--- src/rtl/ps2mc_pkg.sv ---
// Shared types and constants for the PS/2 mouse packet cursor block.
// Depends on nothing; every other file of the block imports it.
package ps2mc_pkg;

    localparam int SIZE_W = 13;

    typedef struct packed {
        logic [SIZE_W-1:0] screen_width;
        logic [SIZE_W-1:0] screen_height;
    } cfg_t;

    typedef enum logic [1:0] {
        PH_FLAGS = 2'd0,
        PH_DX    = 2'd1,
        PH_DY    = 2'd2
    } phase_t;

    localparam logic REG_SCREEN_WIDTH  = 1'b0;
    localparam logic REG_SCREEN_HEIGHT = 1'b1;

    localparam logic [SIZE_W-1:0] SCREEN_WIDTH_RESET  = 13'd1024;
    localparam logic [SIZE_W-1:0] SCREEN_HEIGHT_RESET = 13'd768;

    localparam int POS_X_RESET = 512;
    localparam int POS_Y_RESET = 384;

    localparam int STATUS_READY_BIT = 0;
    localparam int STATUS_AUX_BIT   = 5;
    localparam int FLAG_X_SIGN_BIT  = 4;
    localparam int FLAG_Y_SIGN_BIT  = 5;
    localparam int BUTTON_BITS      = 3;

endpackage

--- src/rtl/ps2_mouse_packet_cursor.sv ---
// Top level of the PS/2 mouse packet decoder with cursor tracking.
// Depends on ps2mc_pkg, ps2mc_regs and ps2mc_axis.
//
// Channel   Direction  Handshake                 Content
// s_axis    in         tvalid/tready             one controller poll
// m_axis    out        tvalid/tready             cursor position and buttons
// apb       in         psel/penable/pready       screen width and height
//
// A poll is registered on acceptance and processed once the output is free, so a new
// poll can be taken every cycle while the output does not stall. A completed packet
// shows its result after its third byte passes the input register. A stalled result
// holds the processing register; the input stalls only when both stages are occupied.
// Reset clears the phase, valid flags and buttons and presets cursor and screen size.
module ps2_mouse_packet_cursor #(
    parameter int POS_BITS = 12
) (
    input  logic        aclk,
    input  logic        aresetn,
    input  logic        s_axis_tvalid,
    output logic        s_axis_tready,
    // tdata: ctrl_status [7:0], rx_byte [15:8]
    input  logic [15:0] s_axis_tdata,
    output logic        m_axis_tvalid,
    input  logic        m_axis_tready,
    // tdata: cursor_x, cursor_y, button_bits, zero fill
    output logic [((2*POS_BITS+3+7)/8)*8-1:0] m_axis_tdata,
    input  logic        psel,
    input  logic        penable,
    input  logic        pwrite,
    input  logic [2:0]  paddr,
    input  logic [31:0] pwdata,
    output logic [31:0] prdata,
    output logic        pready
);
    import ps2mc_pkg::*;

    localparam int TDATA_W = ((2*POS_BITS+3+7)/8)*8;
    localparam int PAD_W   = TDATA_W - (2*POS_BITS + 3);

    cfg_t cfg;

    logic                   in_valid_reg, in_valid_next;
    logic [7:0]             in_byte_reg, in_byte_next;
    phase_t                 phase_reg, phase_next;
    logic [7:0]             flag_reg, flag_next;
    logic [7:0]             dx_reg, dx_next;
    logic [POS_BITS-1:0]    pos_x_reg, pos_x_next;
    logic [POS_BITS-1:0]    pos_y_reg, pos_y_next;
    logic [BUTTON_BITS-1:0] buttons_reg, buttons_next;
    logic                   m_valid_reg, m_valid_next;

    logic                   s_xfer;
    logic                   poll_good;
    logic                   advance;
    logic signed [9:0]      delta_x;
    logic signed [9:0]      delta_y;
    logic [POS_BITS-1:0]    clamp_x;
    logic [POS_BITS-1:0]    clamp_y;

    ps2mc_regs u_regs (
        .aclk    (aclk),
        .aresetn (aresetn),
        .psel    (psel),
        .penable (penable),
        .pwrite  (pwrite),
        .paddr   (paddr),
        .pwdata  (pwdata),
        .prdata  (prdata),
        .pready  (pready),
        .cfg     (cfg)
    );

    assign delta_x = {flag_reg[FLAG_X_SIGN_BIT], flag_reg[FLAG_X_SIGN_BIT], dx_reg};
    assign delta_y = -$signed({flag_reg[FLAG_Y_SIGN_BIT], flag_reg[FLAG_Y_SIGN_BIT],
                               in_byte_reg});

    ps2mc_axis #(.POS_BITS(POS_BITS)) u_axis_x (
        .pos      (pos_x_reg),
        .delta    (delta_x),
        .size     (cfg.screen_width),
        .pos_next (clamp_x)
    );

    ps2mc_axis #(.POS_BITS(POS_BITS)) u_axis_y (
        .pos      (pos_y_reg),
        .delta    (delta_y),
        .size     (cfg.screen_height),
        .pos_next (clamp_y)
    );

    assign advance       = in_valid_reg && (!m_valid_reg || m_axis_tready);
    assign s_axis_tready = !in_valid_reg || advance;
    assign s_xfer        = s_axis_tvalid && s_axis_tready;
    assign poll_good     = s_axis_tdata[STATUS_READY_BIT] && s_axis_tdata[STATUS_AUX_BIT];

    always_comb begin
        in_valid_next = in_valid_reg;
        in_byte_next  = in_byte_reg;
        if (s_xfer) begin
            in_valid_next = poll_good;
            in_byte_next  = s_axis_tdata[15:8];
        end else if (advance) begin
            in_valid_next = 1'b0;
        end
    end

    always_comb begin
        phase_next   = phase_reg;
        flag_next    = flag_reg;
        dx_next      = dx_reg;
        pos_x_next   = pos_x_reg;
        pos_y_next   = pos_y_reg;
        buttons_next = buttons_reg;
        m_valid_next = m_valid_reg && !m_axis_tready;
        if (advance) begin
            case (phase_reg)
                PH_FLAGS: begin
                    flag_next  = in_byte_reg;
                    phase_next = PH_DX;
                end
                PH_DX: begin
                    dx_next    = in_byte_reg;
                    phase_next = PH_DY;
                end
                default: begin
                    pos_x_next   = clamp_x;
                    pos_y_next   = clamp_y;
                    buttons_next = flag_reg[BUTTON_BITS-1:0];
                    m_valid_next = 1'b1;
                    phase_next   = PH_FLAGS;
                end
            endcase
        end
    end

    always_ff @(posedge aclk) begin
        in_byte_reg <= in_byte_next;
        flag_reg    <= flag_next;
        dx_reg      <= dx_next;
        if (!aresetn) begin
            in_valid_reg <= 1'b0;
            phase_reg    <= PH_FLAGS;
            pos_x_reg    <= POS_BITS'(POS_X_RESET);
            pos_y_reg    <= POS_BITS'(POS_Y_RESET);
            buttons_reg  <= '0;
            m_valid_reg  <= 1'b0;
        end else begin
            in_valid_reg <= in_valid_next;
            phase_reg    <= phase_next;
            pos_x_reg    <= pos_x_next;
            pos_y_reg    <= pos_y_next;
            buttons_reg  <= buttons_next;
            m_valid_reg  <= m_valid_next;
        end
    end

    assign m_axis_tvalid = m_valid_reg;
    assign m_axis_tdata  = {{PAD_W{1'b0}}, buttons_reg, pos_y_reg, pos_x_reg};

    a_reset_state: assert property (@(posedge aclk)
        !aresetn |=> phase_reg == PH_FLAGS && !m_axis_tvalid && !in_valid_reg)
        else $error("block not idle after reset");

    a_phase_hold: assert property (@(posedge aclk) disable iff (!aresetn)
        !advance |=> $stable(phase_reg))
        else $error("packet phase moved without a processed byte");

    a_pos_result: assert property (@(posedge aclk) disable iff (!aresetn)
        !$stable(pos_x_reg) || !$stable(pos_y_reg) |-> m_axis_tvalid)
        else $error("cursor moved without a result");

    a_result_phase: assert property (@(posedge aclk) disable iff (!aresetn)
        $rose(m_axis_tvalid) |-> $past(phase_reg) != PH_FLAGS && $past(phase_reg) != PH_DX)
        else $error("result raised outside the third byte");

endmodule

--- src/rtl/ps2mc_regs.sv ---
// APB-style register file holding the screen size.
// Depends on ps2mc_pkg for the register indexes and the configuration struct.
module ps2mc_regs (
    input  logic                 aclk,
    input  logic                 aresetn,
    input  logic                 psel,
    input  logic                 penable,
    input  logic                 pwrite,
    input  logic [2:0]           paddr,
    input  logic [31:0]          pwdata,
    output logic [31:0]          prdata,
    output logic                 pready,
    output ps2mc_pkg::cfg_t      cfg
);
    import ps2mc_pkg::*;

    cfg_t cfg_reg;
    cfg_t cfg_next;
    logic wr_en;

    assign pready = 1'b1;
    assign wr_en  = psel && penable && pwrite;
    assign cfg    = cfg_reg;

    always_comb begin
        cfg_next = cfg_reg;
        if (wr_en) begin
            case (paddr[2])
                REG_SCREEN_WIDTH:  cfg_next.screen_width  = pwdata[SIZE_W-1:0];
                REG_SCREEN_HEIGHT: cfg_next.screen_height = pwdata[SIZE_W-1:0];
                default:           cfg_next = cfg_reg;
            endcase
        end
    end

    always_comb begin
        case (paddr[2])
            REG_SCREEN_WIDTH:  prdata = {{(32-SIZE_W){1'b0}}, cfg_reg.screen_width};
            REG_SCREEN_HEIGHT: prdata = {{(32-SIZE_W){1'b0}}, cfg_reg.screen_height};
            default:           prdata = 32'd0;
        endcase
    end

    always_ff @(posedge aclk) begin
        if (!aresetn) begin
            cfg_reg.screen_width  <= SCREEN_WIDTH_RESET;
            cfg_reg.screen_height <= SCREEN_HEIGHT_RESET;
        end else begin
            cfg_reg <= cfg_next;
        end
    end

endmodule

--- src/rtl/ps2mc_axis.sv ---
// One cursor axis: adds a signed step to the position and clamps to the screen.
// Depends on ps2mc_pkg for the screen size width.
module ps2mc_axis #(
    parameter int POS_BITS = 12
) (
    input  logic [POS_BITS-1:0]         pos,
    input  logic signed [9:0]           delta,
    input  logic [ps2mc_pkg::SIZE_W-1:0] size,
    output logic [POS_BITS-1:0]         pos_next
);
    import ps2mc_pkg::*;

    localparam int SW = POS_BITS + 2;
    localparam int LW = ((POS_BITS > SIZE_W) ? POS_BITS : SIZE_W) + 1;
    localparam logic [LW-1:0] POS_LIMIT = LW'(1) << POS_BITS;

    logic signed [SW-1:0] sum;
    logic [LW-1:0]        size_ext;
    logic [LW-1:0]        lim;
    logic [LW-1:0]        max_val;
    logic [POS_BITS-1:0]  max_pos;

    assign sum      = $signed({2'b00, pos}) + SW'(delta);
    assign size_ext = LW'(size);

    always_comb begin
        if (size_ext == '0) begin
            lim = LW'(1);
        end else if (size_ext > POS_LIMIT) begin
            lim = POS_LIMIT;
        end else begin
            lim = size_ext;
        end
    end

    assign max_val = lim - LW'(1);
    assign max_pos = max_val[POS_BITS-1:0];

    always_comb begin
        if (sum < 0) begin
            pos_next = '0;
        end else if (sum > $signed({2'b00, max_pos})) begin
            pos_next = max_pos;
        end else begin
            pos_next = sum[POS_BITS-1:0];
        end
    end

endmodule
--- config.mk ---
export PLATFORM = sky130hd
export DESIGN_NAME = ps2_mouse_packet_cursor
export DESIGN_NICKNAME = d
export VERILOG_FILES = /design/src/rtl/ps2mc_pkg.sv /design/src/rtl/ps2_mouse_packet_cursor.sv /design/src/rtl/ps2mc_regs.sv /design/src/rtl/ps2mc_axis.sv
export SDC_FILE = /design/constraint.sdc
export NUM_CORES = 1
export LEC_CHECK = 0
export ABC_AREA = 0
export BUFFER_PORTS_ARGS = -buffer_cell sky130_fd_sc_hd__clkbuf_2
export CORE_ASPECT_RATIO = 0.75
export CORE_MARGIN = 3
export CORE_UTILIZATION = 50
export DETAILED_ROUTE_END_ITERATION = 10
export GPL_ROUTABILITY_DRIVEN = 0
export PLACE_DENSITY_LB_ADDON = 0.1
export SYNTH_ARGS = -nofsm -noshare
export SYNTH_HDL_FRONTEND = slang
export SYNTH_HIERARCHICAL = 1
export SYNTH_SLANG_ARGS = --single-unit
--- constraint.sdc ---
create_clock -name aclk -period 5.9 [get_ports aclk]
set_input_delay 0.295 -clock aclk [delete_from_list [all_inputs] [get_ports aclk]]
set_output_delay 0.295 -clock aclk [all_outputs]
set_load 0.01 [all_outputs]
==> impl_results.html <==
<table>
<tr><th>Metric</th><th>Value</th></tr>
<tr><th colspan="2">Critical path</th></tr>
<tr><td>Cell depth of the worst flop-to-flop path</td><td>18</td></tr>
<tr><td>Delay contributed by the slowest stage of the critical path</td><td>560 ps</td></tr>
<tr><td>CP endpoint kind</td><td>flip-flop</td></tr>
<tr><td>CP cell instances</td><td>or4_1, or3_1, nor2_1, o21ai_0, ha_1, o211a_1, a311oi_1, ha_1, a211o_1, o211ai_1, a21oi_1, o21a_1, a21boi_0, buf_4, or4bb_1, o211ai_1, inv_1, o311ai_0</td></tr>
<tr><td>Arrival time at the worst endpoint</td><td>5580 ps</td></tr>
<tr><td>Data required time at the worst endpoint</td><td>6110 ps</td></tr>
<tr><td>Element type at the critical path start</td><td>flip-flop</td></tr>
<tr><td>Type of the setup path with the least slack</td><td>reg -&gt; reg</td></tr>
<tr><td>Critical path fanouts, max</td><td>12</td></tr>
<tr><td>CP max-delay cell</td><td>sky130_fd_sc_hd__or4_1</td></tr>
<tr><th colspan="2">Final layout</th></tr>
<tr><td>Layout net count</td><td>910</td></tr>
<tr><td>Register cell area after layout</td><td>1770 um2</td></tr>
<tr><td>Core utilization of the finished layout</td><td>0.569</td></tr>
<tr><td>Largest register FFs</td><td>26</td></tr>
<tr><td>Non-Filler Instances</td><td>968</td></tr>
<tr><td>Layout-stage area growth over the synthesis result</td><td>9.95%</td></tr>
<tr><td>Post-Layout Inst Area</td><td>7050 um2</td></tr>
<tr><td>Area of the multi-input gates</td><td>4200 um2</td></tr>
<tr><td>Layout fillers</td><td>1,136</td></tr>
<tr><td>Share of cells above drive strength 1</td><td>0.175</td></tr>
<tr><td>Diode count</td><td>0</td></tr>
<tr><th colspan="2">GRT</th></tr>
<tr><td>Number of global-route vias before repair</td><td>5,332</td></tr>
<tr><td>Number of antenna violations at the first check in global routing</td><td>0</td></tr>
<tr><td>First-pass GRT wire length</td><td>26.6 mm</td></tr>
<tr><td>Largest net degree at the start of global routing</td><td>95</td></tr>
<tr><td>Overflow left after global routing</td><td>0</td></tr>
<tr><td>GR Util All Layers</td><td>0.230</td></tr>
<tr><th colspan="2">Floorplanning</th></tr>
<tr><td>Starting density of the core</td><td>0.517</td></tr>
<tr><td>I/O pin cnt</td><td>125</td></tr>
<tr><td>Horizontal die dimension</td><td>137 um</td></tr>
<tr><td>CORE AREA</td><td>12,400 um2</td></tr>
<tr><td>Die Ht</td><td>104 um</td></tr>
<tr><td>Number of rows in the core area</td><td>35</td></tr>
<tr><td>Die area</td><td>14,200 um2</td></tr>
<tr><th colspan="2">Clock tree</th></tr>
<tr><td>Clock sinks</td><td>78</td></tr>
<tr><td>Cts-stage hold buffer count</td><td>0</td></tr>
<tr><td>Post-CTS clock slew at the launch and capture registers of the worst setup and hold paths</td><td>70 ps</td></tr>
<tr><td>Buffer depth of the longest clock path</td><td>2</td></tr>
<tr><td>CTS Buf Count</td><td>9</td></tr>
<tr><td>Cell chosen for the clock root</td><td>sky130_fd_sc_hd__clkbuf_16</td></tr>
<tr><td>Clock latency reported for the late side of the worst-skew pair</td><td>350 ps</td></tr>
<tr><td>CTS tree</td><td>yes</td></tr>
<tr><td>Number of levels in the clock H-tree</td><td>3</td></tr>
<tr><td>Post_cts resized</td><td>0</td></tr>
<tr><td>Setup fix buffers added after clock tree synthesis</td><td>0</td></tr>
<tr><th colspan="2">Job</th></tr>
<tr><td>Max Cap Viol</td><td>0</td></tr>
<tr><th colspan="2">Yosys</th></tr>
<tr><td>Asr flop ratio synth</td><td>0</td></tr>
<tr><td>Most used flip-flop cell after synthesis</td><td>sky130_fd_sc_hd__dfxtp_1</td></tr>
<tr><td>Cell accounting for the most synthesized area</td><td>sky130_fd_sc_hd__dfxtp_1</td></tr>
<tr><td>Top-count cell post-synth</td><td>sky130_fd_sc_hd__nand2_1</td></tr>
<tr><td>Distinct cell type count after synthesis</td><td>77</td></tr>
<tr><td>Instance count of the mapped netlist</td><td>742</td></tr>
<tr><td>Top area cells in the synthesized netlist</td><td>sky130_fd_sc_hd__dfxtp_1 (18%), sky130_fd_sc_hd__ha_1 (10%), sky130_fd_sc_hd__edfxtp_1 (9.8%)</td></tr>
<tr><td>Sequential element share of the synthesized area</td><td>0.276</td></tr>
<tr><td>Most frequent cells after synthesis</td><td>sky130_fd_sc_hd__nand2_1 (118), sky130_fd_sc_hd__dfxtp_1 (57), sky130_fd_sc_hd__ha_1 (53)</td></tr>
<tr><td>Mapped Area</td><td>6410 um2</td></tr>
<tr><td>Synth Warn #</td><td>6</td></tr>
<tr><td>Proportion of netlist area held by the largest area contributor</td><td>0.178</td></tr>
<tr><td>Flops &amp; latches, synth</td><td>78</td></tr>
<tr><td>Count of flip-flops with a built-in enable after synthesis</td><td>21</td></tr>
<tr><td>Average instance area after synthesis</td><td>8.64 um2</td></tr>
<tr><th colspan="2">Drt</th></tr>
<tr><td>Initial DRT Pass Iterations</td><td>8</td></tr>
<tr><td>Via total after detailed routing</td><td>5,541</td></tr>
<tr><td>Antenna-violating nets left</td><td>0</td></tr>
<tr><td>Detail-routed via count per cell</td><td>5.72</td></tr>
<tr><td>Final routed wirelength across all metal layers</td><td>16.1 mm</td></tr>
<tr><td>Post-detailed-route wirelength per cell</td><td>16.7 um</td></tr>
<tr><td>DRC viols</td><td>0</td></tr>
<tr><td>Initial detailed-routing violation count</td><td>308</td></tr>
<tr><th colspan="2">Timing</th></tr>
<tr><td>Minimum clock period after layout</td><td>5370 ps</td></tr>
<tr><td>Worst hold margin</td><td>121 ps</td></tr>
<tr><td>Summed negative setup slack over all endpoints</td><td>0 ps</td></tr>
<tr><td>Final period util</td><td>0.911</td></tr>
<tr><td>Final number of hold-violating endpoints</td><td>0</td></tr>
<tr><td>Max Freq</td><td>186 MHz</td></tr>
<tr><td>Slew at the pin closest to its max-slew limit</td><td>972 ps</td></tr>
<tr><td>Maximum clock skew at final layout</td><td>10.7 ps</td></tr>
<tr><td>Slew Limit Headroom</td><td>0.351</td></tr>
<tr><td>Max Transition Viols Final</td><td>0</td></tr>
<tr><td>Setup repair after global routing missed its margin</td><td>false</td></tr>
<tr><td>Setup ws final</td><td>527 ps</td></tr>
<tr><td>Final Setup Violations</td><td>0</td></tr>
<tr><th colspan="2">Place</th></tr>
<tr><td>Worst setup slack after placement</td><td>657 ps</td></tr>
<tr><td>Dpl hpwl</td><td>12.3 mm</td></tr>
<tr><td>Count of buffers inserted at the top-level ports</td><td>72</td></tr>
<tr><td>Total placed instance area</td><td>6750 um2</td></tr>
<tr><td>Post-placement cell count</td><td>952</td></tr>
<tr><th colspan="2">Power and ir drop</th></tr>
<tr><td>Share of power burned in the clock network</td><td>0.410</td></tr>
<tr><td>Lkg Pwr</td><td>3.02 nW</td></tr>
<tr><td>Portion of total power attributed to sequential cells</td><td>0.414</td></tr>
<tr><td>Internal Pwr Total</td><td>0.959 mW</td></tr>
<tr><td>Switching Fraction</td><td>0.305</td></tr>
<tr><td>Power dissipated by switching net loads</td><td>0.422 mW</td></tr>
<tr><td>Peak supply drop</td><td>0.195 mV</td></tr>
<tr><td>Power Density</td><td>196 nW/um2</td></tr>
<tr><td>Combinational share of power</td><td>0.176</td></tr>
<tr><td>Power, Total</td><td>1.38 mW</td></tr>
<tr><th colspan="2">Worst hold path</th></tr>
<tr><td>Type of the most critical hold path</td><td>in -&gt; reg</td></tr>
<tr><td>Hold path cells</td><td>1</td></tr>
<tr><th colspan="2">Run status</th></tr>
<tr><td>Run status</td><td>finished clean</td></tr>
</table>
==> per-layer routing <==
metal,vias to the layer above,part of all wire,track usage,wire [um]
li1,2753,-,-,-
met5,-,0,0,0
met4,0,0.015,0.0612,237
met3,21,0.045,0.0382,724
met1,2634,0.49,0.333,7950
met2,133,0.45,0.353,7230
==> critical path: cells and delay by family (launching register included) <==
| family | cells | cell delay [ps] |
|---|---|---|
| compound gates | 10 | 2180 |
| simple gates | 4 | 1760 |
| buf+inv | 2 | 240 |
| fa+ha+maj | 2 | 670 |
| flops | 1 | 390 |
==> placed cells by master (no fill, tap or decap), types with 5 or more instances in the layout <==
cell type / instances
sky130_fd_sc_hd__nand2_1: 118
sky130_fd_sc_hd__clkbuf_2: 71
sky130_fd_sc_hd__dfxtp_1: 57
sky130_fd_sc_hd__ha_1: 53
sky130_fd_sc_hd__mux2i_1: 52
sky130_fd_sc_hd__inv_1: 41
sky130_fd_sc_hd__a21oi_1: 38
sky130_fd_sc_hd__nor2_1: 31
sky130_fd_sc_hd__conb_1: 25
sky130_fd_sc_hd__edfxtp_1: 21
sky130_fd_sc_hd__xnor2_1: 19
sky130_fd_sc_hd__o21ai_0: 18
sky130_fd_sc_hd__nor2b_1: 17
sky130_fd_sc_hd__nor3_1: 15
sky130_fd_sc_hd__nand3_1: 15
sky130_fd_sc_hd__mux2_2: 14
sky130_fd_sc_hd__or3_1: 13
sky130_fd_sc_hd__or4_1: 11
sky130_fd_sc_hd__o22ai_2: 10
sky130_fd_sc_hd__clkbuf_16: 9
sky130_fd_sc_hd__a21o_1: 9
sky130_fd_sc_hd__nand3b_1: 9
sky130_fd_sc_hd__xor2_1: 8
sky130_fd_sc_hd__a211oi_1: 8
sky130_fd_sc_hd__buf_4: 7
sky130_fd_sc_hd__nand4_1: 6
sky130_fd_sc_hd__o211ai_1: 6
sky130_fd_sc_hd__o221ai_1: 6
sky130_fd_sc_hd__o21bai_1: 5
sky130_fd_sc_hd__or4bb_1: 5
==> final timing paths <==
path,start,end,slack [ps]
max,u_regs/cfg[7],pos_y_reg[8],530
min,s_axis_tdata[12],in_byte_reg[4],120
max reg2reg,u_regs/cfg[7],pos_y_reg[8],530
min reg2reg,buttons_reg[2],buttons_reg[2],460
==> cell type report <==
type                            instances  area share
Clock buffer                            9      0.0319
Clock inverter                          7      0.0108
Inverter                               41      0.0218
Multi-Input combinational cell        588       0.596
Sequential cell                        78       0.251
Tap cell                              166      0.0295
Timing Repair Buffer                   79      0.0586
==> power by group through the flow <==
| stage | registers, mW | logic, mW | clock network (mW) |
|---|---|---|---|
| 4_1_cts | 0.572 | 0.240 | 0.578 |
| 3_3_place_gp | 0.584 | 0.233 | 0 |
| 3_5_place_dp | 0.584 | 0.239 | 0 |
| 6_report | 0.572 | 0.242 | 0.566 |
| 5_1_grt | 0.574 | 0.272 | 0.603 |
| 2_1_floorplan | 0.578 | 0.199 | 0 |
==> kinds of logic after synthesis <==
kind of cell,after synthesis,synth area share
AO/OA/AOI/OAI,147,0.171
flip-flops,78,0.276
buffers and inverters,98,0.0812
other,3,0.00176
AND/OR/NAND/NOR,268,0.217
XOR/XNOR,27,0.0369
multiplexers,66,0.106
adder cells (fa/ha/maj),55,0.110
No activity file was read; power rests on OpenSTA's default activity.
